$ cat src/cfd_pkg.sv
// Package for the CPPM frame decoder: sequencer states, shared-unit opcodes,
// control word and register constants. No dependencies.
`timescale 1ns / 1ps

package cfd_pkg;

  localparam int unsigned TIME_W   = 32;
  localparam int unsigned PULSE_W  = 16;
  localparam int unsigned ERR_W    = 16;
  localparam int unsigned PADDR_W  = 4;
  localparam int unsigned PDATA_W  = 32;

  localparam logic [PULSE_W-1:0] RESET_WIDTH     = 16'd1500;
  localparam logic [PULSE_W-1:0] MIN_PULSE_RST   = 16'd900;
  localparam logic [PULSE_W-1:0] MAX_PULSE_RST   = 16'd2100;
  localparam logic [PULSE_W-1:0] SYNC_PULSE_RST  = 16'd2700;

  // register index = paddr[3:2]
  localparam logic [1:0] REG_MIN_PULSE  = 2'd0;
  localparam logic [1:0] REG_MAX_PULSE  = 2'd1;
  localparam logic [1:0] REG_SYNC_PULSE = 2'd2;

  typedef enum logic [2:0] {
    ST_IDLE,
    ST_DIFF,
    ST_CMIN,
    ST_CMAX,
    ST_CSYNC,
    ST_UPDATE,
    ST_EMIT
  } state_t;

  typedef enum logic [1:0] {
    ALU_DIFF,   // edge_time - prev_edge_time
    ALU_MIN,    // width < min_pulse
    ALU_MAX,    // max_pulse < width
    ALU_SYNC    // width < sync_pulse
  } alu_sel_t;

  typedef struct packed {
    logic     in_ready;
    logic     out_valid;
    alu_sel_t alu_sel;
    logic     ld_width;
    logic     ld_min;
    logic     ld_max;
    logic     ld_sync;
    logic     commit;
  } ctrl_t;

endpackage

$ cat src/cppm_frame_decoder_unit.sv
// CPPM frame decoder: takes one rising-edge timestamp per input word, measures
// the gap since the previous edge (the first from time 0), checks it against
// the min/max/sync registers, fills channel slots, and on a sync gap streams
// the held frame out as NUM_CHANNELS words, the last flagged. Out-of-range
// gaps bump a wrapping error count and drop the frame. An edge passes through
// the difference, the three limit compares and the commit before the next one
// can be taken; a sync edge that releases a frame also waits, through any output
// stall, until its last word is taken. The steps follow from the single 32-bit
// subtract/compare unit, used once per cycle for the difference and each of the
// three limit compares. Depends on cfd_pkg, cfd_cfg_regs, cfd_alu, cfd_ctrl.
`timescale 1ns / 1ps

module cppm_frame_decoder_unit #(
  parameter int unsigned NUM_CHANNELS = 6
) (
  input  logic                                  clk,
  input  logic                                  rst_n,
  input  logic                                  in_valid,
  output logic                                  in_ready,
  input  logic [cfd_pkg::TIME_W-1:0]            in_edge_time,
  output logic                                  out_valid,
  input  logic                                  out_ready,
  output logic [((NUM_CHANNELS > 1) ? $clog2(NUM_CHANNELS) : 1)-1:0] out_channel_index,
  output logic [cfd_pkg::PULSE_W-1:0]           out_channel_width,
  output logic                                  out_frame_last,
  output logic [cfd_pkg::ERR_W-1:0]             out_error_total,
  input  logic                                  psel,
  input  logic                                  penable,
  input  logic                                  pwrite,
  input  logic [cfd_pkg::PADDR_W-1:0]           paddr,
  input  logic [cfd_pkg::PDATA_W-1:0]           pwdata,
  output logic [cfd_pkg::PDATA_W-1:0]           prdata,
  output logic                                  pready
);
  import cfd_pkg::*;

  localparam int unsigned IDX_W = (NUM_CHANNELS > 1) ? $clog2(NUM_CHANNELS) : 1;
  localparam int unsigned CNT_W = $clog2(NUM_CHANNELS + 1);
  localparam logic [IDX_W-1:0] LAST_IDX = IDX_W'(NUM_CHANNELS - 1);
  localparam logic [CNT_W-1:0] NUM_CNT  = CNT_W'(NUM_CHANNELS);

  logic [PULSE_W-1:0] min_pulse, max_pulse, sync_pulse;
  ctrl_t              ctrl;
  logic [TIME_W-1:0]  alu_diff;
  logic               alu_borrow;

  logic [TIME_W-1:0]  now_r, prev_r, width_r;
  logic               lt_min_r, gt_max_r, lt_sync_r;
  logic               poisoned_r;
  logic [CNT_W-1:0]   slot_cnt_r;
  logic [IDX_W-1:0]   emit_idx_r;
  logic [ERR_W-1:0]   err_cnt_r;
  logic [PULSE_W-1:0] slots_r [NUM_CHANNELS];

  logic pulse_err, emit_go, emit_last, in_fire, out_fire;

  cfd_cfg_regs u_cfg (
    .clk       (clk),
    .rst_n     (rst_n),
    .psel      (psel),
    .penable   (penable),
    .pwrite    (pwrite),
    .paddr     (paddr),
    .pwdata    (pwdata),
    .prdata    (prdata),
    .pready    (pready),
    .min_pulse (min_pulse),
    .max_pulse (max_pulse),
    .sync_pulse(sync_pulse)
  );

  cfd_alu u_alu (
    .sel       (ctrl.alu_sel),
    .now_time  (now_r),
    .prev_time (prev_r),
    .width     (width_r),
    .min_pulse (min_pulse),
    .max_pulse (max_pulse),
    .sync_pulse(sync_pulse),
    .diff      (alu_diff),
    .borrow    (alu_borrow)
  );

  cfd_ctrl u_ctrl (
    .clk      (clk),
    .rst_n    (rst_n),
    .in_valid (in_valid),
    .out_ready(out_ready),
    .emit_go  (emit_go),
    .emit_last(emit_last),
    .ctrl     (ctrl)
  );

  assign in_ready  = ctrl.in_ready;
  assign out_valid = ctrl.out_valid;
  assign in_fire   = in_valid & in_ready;
  assign out_fire  = out_valid & out_ready;

  // out of range: below min, or above max but short of sync
  assign pulse_err = lt_min_r | (gt_max_r & lt_sync_r);
  assign emit_go   = ~lt_sync_r & ~(poisoned_r | pulse_err);
  assign emit_last = (emit_idx_r == LAST_IDX);

  always_ff @(posedge clk) begin
    if (in_fire) now_r <= in_edge_time;
    if (ctrl.ld_width) width_r <= alu_diff;
    if (ctrl.ld_min) lt_min_r <= alu_borrow;
    if (ctrl.ld_max) gt_max_r <= alu_borrow;
    if (ctrl.ld_sync) lt_sync_r <= alu_borrow;
  end

  always_ff @(posedge clk) begin
    if (!rst_n) begin
      prev_r     <= '0;
      poisoned_r <= 1'b0;
      slot_cnt_r <= '0;
      emit_idx_r <= '0;
      err_cnt_r  <= '0;
      for (int i = 0; i < NUM_CHANNELS; i++) slots_r[i] <= RESET_WIDTH;
    end else begin
      if (ctrl.ld_width) prev_r <= now_r;
      if (ctrl.commit) begin
        if (pulse_err) err_cnt_r <= err_cnt_r + 1'b1;
        emit_idx_r <= '0;
        if (!lt_sync_r) begin
          slot_cnt_r <= '0;
          poisoned_r <= 1'b0;
        end else begin
          if (pulse_err) poisoned_r <= 1'b1;
          if (!poisoned_r && !pulse_err && slot_cnt_r < NUM_CNT) begin
            slots_r[slot_cnt_r[IDX_W-1:0]] <= width_r[PULSE_W-1:0];
            slot_cnt_r <= slot_cnt_r + 1'b1;
          end
        end
      end
      if (out_fire && !emit_last) emit_idx_r <= emit_idx_r + 1'b1;
    end
  end

  assign out_channel_index = emit_idx_r;
  assign out_channel_width = slots_r[emit_idx_r];
  assign out_frame_last    = emit_last;
  assign out_error_total   = err_cnt_r;

  a_one_side: assert property (@(posedge clk) disable iff (!rst_n)
    out_valid |-> !in_ready)
    else $error("input taken while a frame is streaming");

  a_idx_range: assert property (@(posedge clk) disable iff (!rst_n)
    out_valid |-> (emit_idx_r <= LAST_IDX))
    else $error("channel index past last slot");

  a_back_idle: assert property (@(posedge clk) disable iff (!rst_n)
    (out_valid && out_ready && out_frame_last) |=> in_ready)
    else $error("not ready after last word of frame");

  a_slot_bound: assert property (@(posedge clk) disable iff (!rst_n)
    slot_cnt_r <= NUM_CNT)
    else $error("slot counter overran channel count");

endmodule

$ cat src/cfd_cfg_regs.sv
// APB-style configuration registers: min, max and sync pulse limits.
// Depends on cfd_pkg.
`timescale 1ns / 1ps

module cfd_cfg_regs (
  input  logic                        clk,
  input  logic                        rst_n,
  input  logic                        psel,
  input  logic                        penable,
  input  logic                        pwrite,
  input  logic [cfd_pkg::PADDR_W-1:0] paddr,
  input  logic [cfd_pkg::PDATA_W-1:0] pwdata,
  output logic [cfd_pkg::PDATA_W-1:0] prdata,
  output logic                        pready,
  output logic [cfd_pkg::PULSE_W-1:0] min_pulse,
  output logic [cfd_pkg::PULSE_W-1:0] max_pulse,
  output logic [cfd_pkg::PULSE_W-1:0] sync_pulse
);
  import cfd_pkg::*;

  logic [PULSE_W-1:0] min_r, max_r, sync_r;
  logic               wr_en;
  logic [1:0]         reg_idx;

  assign pready  = 1'b1;
  assign wr_en   = psel & penable & pwrite & pready;
  assign reg_idx = paddr[3:2];

  always_ff @(posedge clk) begin
    if (!rst_n) begin
      min_r  <= MIN_PULSE_RST;
      max_r  <= MAX_PULSE_RST;
      sync_r <= SYNC_PULSE_RST;
    end else if (wr_en) begin
      if (reg_idx == REG_MIN_PULSE)  min_r  <= pwdata[PULSE_W-1:0];
      if (reg_idx == REG_MAX_PULSE)  max_r  <= pwdata[PULSE_W-1:0];
      if (reg_idx == REG_SYNC_PULSE) sync_r <= pwdata[PULSE_W-1:0];
    end
  end

  always_comb begin
    unique case (reg_idx)
      REG_MIN_PULSE:  prdata = {{(PDATA_W-PULSE_W){1'b0}}, min_r};
      REG_MAX_PULSE:  prdata = {{(PDATA_W-PULSE_W){1'b0}}, max_r};
      REG_SYNC_PULSE: prdata = {{(PDATA_W-PULSE_W){1'b0}}, sync_r};
      default:        prdata = '0;
    endcase
  end

  assign min_pulse  = min_r;
  assign max_pulse  = max_r;
  assign sync_pulse = sync_r;

endmodule

$ cat src/cfd_alu.sv
// Shared 32-bit subtract/compare unit: one subtraction per cycle, the
// borrow gives the a < b compare. Depends on cfd_pkg.
`timescale 1ns / 1ps

module cfd_alu (
  input  cfd_pkg::alu_sel_t           sel,
  input  logic [cfd_pkg::TIME_W-1:0]  now_time,
  input  logic [cfd_pkg::TIME_W-1:0]  prev_time,
  input  logic [cfd_pkg::TIME_W-1:0]  width,
  input  logic [cfd_pkg::PULSE_W-1:0] min_pulse,
  input  logic [cfd_pkg::PULSE_W-1:0] max_pulse,
  input  logic [cfd_pkg::PULSE_W-1:0] sync_pulse,
  output logic [cfd_pkg::TIME_W-1:0]  diff,
  output logic                        borrow
);
  import cfd_pkg::*;

  logic [TIME_W-1:0] op_a, op_b;
  logic [TIME_W:0]   res;

  always_comb begin
    unique case (sel)
      ALU_DIFF: begin
        op_a = now_time;
        op_b = prev_time;
      end
      ALU_MIN: begin
        op_a = width;
        op_b = {{(TIME_W-PULSE_W){1'b0}}, min_pulse};
      end
      ALU_MAX: begin
        op_a = {{(TIME_W-PULSE_W){1'b0}}, max_pulse};
        op_b = width;
      end
      ALU_SYNC: begin
        op_a = width;
        op_b = {{(TIME_W-PULSE_W){1'b0}}, sync_pulse};
      end
    endcase
  end

  assign res    = {1'b0, op_a} - {1'b0, op_b};
  assign diff   = res[TIME_W-1:0];
  assign borrow = res[TIME_W];

endmodule

$ cat src/cfd_ctrl.sv
// Sequencer for the decoder: steps the shared unit through difference and
// the three limit compares, commits, then streams out the frame when a sync
// gap releases one. Depends on cfd_pkg.
`timescale 1ns / 1ps

module cfd_ctrl (
  input  logic             clk,
  input  logic             rst_n,
  input  logic             in_valid,
  input  logic             out_ready,
  input  logic             emit_go,
  input  logic             emit_last,
  output cfd_pkg::ctrl_t   ctrl
);
  import cfd_pkg::*;

  state_t state_r, state_nxt;

  always_ff @(posedge clk) begin
    if (!rst_n) begin
      state_r <= ST_IDLE;
    end else begin
      state_r <= state_nxt;
    end
  end

  always_comb begin
    state_nxt = state_r;
    unique case (state_r)
      ST_IDLE:   if (in_valid) state_nxt = ST_DIFF;
      ST_DIFF:   state_nxt = ST_CMIN;
      ST_CMIN:   state_nxt = ST_CMAX;
      ST_CMAX:   state_nxt = ST_CSYNC;
      ST_CSYNC:  state_nxt = ST_UPDATE;
      ST_UPDATE: state_nxt = emit_go ? ST_EMIT : ST_IDLE;
      ST_EMIT:   if (out_ready && emit_last) state_nxt = ST_IDLE;
      default:   state_nxt = ST_IDLE;
    endcase
  end

  always_comb begin
    ctrl = '{in_ready: 1'b0, out_valid: 1'b0, alu_sel: ALU_DIFF, ld_width: 1'b0,
             ld_min: 1'b0, ld_max: 1'b0, ld_sync: 1'b0, commit: 1'b0};
    unique case (state_r)
      ST_IDLE:   ctrl.in_ready = 1'b1;
      ST_DIFF: begin
        ctrl.alu_sel  = ALU_DIFF;
        ctrl.ld_width = 1'b1;
      end
      ST_CMIN: begin
        ctrl.alu_sel = ALU_MIN;
        ctrl.ld_min  = 1'b1;
      end
      ST_CMAX: begin
        ctrl.alu_sel = ALU_MAX;
        ctrl.ld_max  = 1'b1;
      end
      ST_CSYNC: begin
        ctrl.alu_sel = ALU_SYNC;
        ctrl.ld_sync = 1'b1;
      end
      ST_UPDATE: ctrl.commit    = 1'b1;
      ST_EMIT:   ctrl.out_valid = 1'b1;
      default:   ctrl.in_ready  = 1'b0;
    endcase
  end

endmodule
$ cat config.mk
export PLATFORM = sky130hd
export DESIGN_NAME = cppm_frame_decoder_unit
export DESIGN_NICKNAME = d
export VERILOG_FILES = /design/src/cfd_pkg.sv /design/src/cppm_frame_decoder_unit.sv /design/src/cfd_cfg_regs.sv /design/src/cfd_alu.sv /design/src/cfd_ctrl.sv
export SDC_FILE = /design/constraint.sdc
export NUM_CORES = 1
export LEC_CHECK = 0
export BUFFER_PORTS_ARGS = -buffer_cell sky130_fd_sc_hd__buf_2
export CAP_MARGIN = 20
export CORE_ASPECT_RATIO = 1.25
export CORE_MARGIN = 3
export CORE_UTILIZATION = 35
export DETAILED_ROUTE_END_ITERATION = 12
export SETUP_SLACK_MARGIN = 0.02
export SYNTH_ARGS = -nofsm -noshare
export SYNTH_HDL_FRONTEND = slang
export SYNTH_SLANG_ARGS = --single-unit
$ cat constraint.sdc
create_clock -name clk -period 6.36 [get_ports clk]
set_input_delay 0.636 -clock clk [delete_from_list [all_inputs] [get_ports clk]]
set_output_delay 0.636 -clock clk [all_outputs]
set_load 0.01 [all_outputs]
==> impl_metrics.env <==
export IMPL_fin_ws_ns=1.87
export IMPL_synth_simple_gate_area_frac=0.157
export IMPL_gp_congestion=0.862
export IMPL_die_w_um=193
export IMPL_pre_cts_ws_ns=1.93
export IMPL_vias=11300
export IMPL_die_area_um2=46100
export IMPL_yosysTopAreaCellShare=0.385
export IMPL_multiInputGateArea_um2=6730
export IMPL_postSynthCellCount=1484
export IMPL_synth_top_family_by_area="simple AND/OR/NAND/NOR gates"
export IMPL_endpoint_kind="register"
export IMPL_vias_per_cell=5.21
export IMPL_total_leakage_power_nw=6.22
export IMPL_synthXorXnorAreaFrac=0.0247
export IMPL_area_growth_pct=13.9
export IMPL_critPathArrivalTime_ns=4.77
export IMPL_cp_num_buf_inv=1
export IMPL_firstDrtPassIters=5
export IMPL_synthMuxAreaShare=0.0822
export IMPL_path_delay_family="compound AO/OA/AOI/OAI gates"
export IMPL_synth_area_leader_cell="edfxtp_1"
export IMPL_ys_seq_elements=304
export IMPL_holdBufCountCts=0
export IMPL_fmax_ghz=0.223
export IMPL_finalClockSkew_ns=0.0187
export IMPL_routed_wl_mm=40.3
export IMPL_irDropWorstVdd_v=0.000178
export IMPL_rsz0062_at_grt="no"
export IMPL_clockBufferDepth=3
export IMPL_worstSetupPathType="reg -> reg"
export IMPL_relSlewSlack=0.271
export IMPL_synthAdderAreaFrac=0.0309
export IMPL_setup_viol=0
export IMPL_htreeDepth=2
export IMPL_drive_gt1_frac=0.156
export IMPL_seq_area_um2=8040
export IMPL_wl_per_cell_um=18.6
export IMPL_fin_nets=1699
export IMPL_synth_ff_type="edfxtp_1"
export IMPL_cts_setup_buffers=0
export IMPL_cts_buffers=34
export IMPL_rows=84
export IMPL_status="finished, final reports clean"
export IMPL_grt_max_degree=92
export IMPL_worst_pin_slew_ns=1.09
export IMPL_finalHoldViolCount=0
export IMPL_cpMaxStageDelayCell="dfxtp_2"
export IMPL_syn_cell_area_um2=15200
export IMPL_ys_warn_count=0
export IMPL_post_route_drc_count=0
export IMPL_clk_pin_slew_worst_paths_ns=0.06
export IMPL_io_pin_count=146
export IMPL_grt_pass1_wl_mm=62.6
export IMPL_synthArstFlopShare=0
export IMPL_cts_tree="done"
export IMPL_cts_sinks=304
export IMPL_grt_pass1_vias=11300
export IMPL_drv_slew=0
export IMPL_dpl_hpwl_mm=27.5
export IMPL_cts_root_buf="clkbuf_16"
export IMPL_netlist_top_cells_count="265 x nand2_1, 195 x edfxtp_1, 144 x a21oi_1"
export IMPL_syn_area_per_cell_um2=10.3
export IMPL_grt_overflow_total=0
export IMPL_synth_most_common_cell="nand2_1"
export IMPL_critPathLaunchType="register"
export IMPL_fin_setup_tns_ns=0
export IMPL_grt_total_usage=0.173
export IMPL_portBuffers=110
export IMPL_synth_edf_count=195
export IMPL_antenna_found_initial=0
export IMPL_design_core_area_um2=42600
export IMPL_synth_compound_area_frac=0.134
export IMPL_dieHeight_um=239
export IMPL_crit_required_ns=6.64
export IMPL_clk_latency_ns=0.52
export IMPL_cp_cell_sequence="buf_4 -> and3_1 -> a22oi_1 -> ha_1 -> a21oi_1 -> nor2b_1 -> o21ai_0 -> a21oi_1 -> a2111oi_0 -> a21oi_2 -> a221oi_2"
export IMPL_floorplan_initialDensity=0.358
export IMPL_ys_seq_area_frac=0.528
export IMPL_cts_resized=0
export IMPL_first_iter_violations=765
export IMPL_synth_cell_type_count=76
export IMPL_max_cap_violations=0
export IMPL_hold_path_class="in -> reg"
export IMPL_min_period_over_period=0.706
export IMPL_slowest_delay_ns=0.90
export IMPL_p_per_area_nw_per_um2=301
export IMPL_n_antenna_cell=0
export IMPL_drtAntennaViolNets=0
export IMPL_fin_crit_ns=4.49
export IMPL_critPathMaxFanout=37
export IMPL_ys_top_cells_by_area="edfxtp_1 38%, dfxtp_1 14%, nand2_1 6.5%"
export IMPL_n_fill_cell=4125
export IMPL_cpMostUsedCell="a21oi_1"
state kept, by name, summed over array words and instances (netlist names), named ones only:
signal / cells
gt_max_r: 1
slots_r: 128
prev_r: 32
u_cfg.max_pulse: 16
u_cfg.sync_pulse: 16
slot_cnt_r: 3
out_error_total: 16
lt_min_r: 1
width_r: 32
now_r: 32
lt_sync_r: 1
u_cfg.min_pulse: 16
out_channel_index: 3
u_ctrl.state_r: 3
poisoned_r: 1
cells in the final DEF (no fill, tap or decap), types with 8 or more instances in the layout:
cell type / count
inv_1: 33
ha_1: 36
a31oi_1: 8
a21o_1: 11
mux4_2: 32
xor2_1: 21
clkbuf_1: 10
a22o_1: 17
o21ai_0: 62
edfxtp_1: 195
nand3_1: 27
or3_1: 20
nor2_1: 136
mux2_2: 17
nand2_1: 265
and3_1: 25
buf_2: 110
dfxtp_1: 106
a22oi_1: 18
xnor2_1: 21
a21oi_1: 143
mux2i_1: 34
clkbuf_16: 35
nor3_1: 13
conb_1: 49
a221oi_1: 16
buf_4: 20
nand2b_1: 16
power breakdown:
| group | internal, mW | switching, mW | leakage (nW) | total [mW] |
|---|---|---|---|---|
| Clock | 1.07 | 0.784 | 0.512 | 1.86 |
| Sequential | 2.25 | 0.101 | 2.63 | 2.35 |
| Combinational | 0.396 | 0.610 | 3.07 | 1.01 |
final cells by class:
cell class                 count  area share
sequential                   304       0.464
multi-input combinational   1081       0.388
clock buffer                  50      0.0566
timing repair buffer         130      0.0404
tap                          559      0.0403
inverter                      36     0.00779
clock inverter                10     0.00310
path summary, 6_finish.rpt:
check	startpoint	end	slack (ns)	cells after the start
max	u_ctrl.state_r[0]	gt_max_r	1.87	11
min	in_edge_time[3]	now_r[3]	0.29	1
max reg2reg	u_ctrl.state_r[0]	gt_max_r	1.87	11
min reg2reg	prev_r[27]	prev_r[27]	0.45	2
through the flow:
step | power [mW] | std cells | hold WS, ns | util | instance area, um2
finish | 5.21 | 2170 | 0.290 | 0.407 | 17300
global route | 5.46 | 2170 | 0.269 | 0.407 | 17300
detailed placement | 3.39 | 2109 | 0.446 | 0.383 | 16300
floorplan | 3.12 | 1531 | 0.436 | - | 15400
global placement | 3.38 | 2109 | 0.444 | 0.383 | 16300
CTS | 5.26 | 2169 | 0.263 | 0.407 | 17300
cell families (layout without fill, tap and decap cells):
family,count (synthesis),count (layout)
other cells,2,49
buf+inv,146,226
compound gates,328,328
fa+ha+maj,37,37
mux,83,83
flops,304,304
xor+xnor,43,43
simple gates,541,541
layer usage:
metal	vias up	part of all wire	track usage
met4	0	0.028	0.0581
met2	290	0.52	0.314
li1	5487	-	-
met5	-	0	0
met3	74	0.044	0.0247
met1	5464	0.40	0.208
Power figures use the tool's default switching activity.
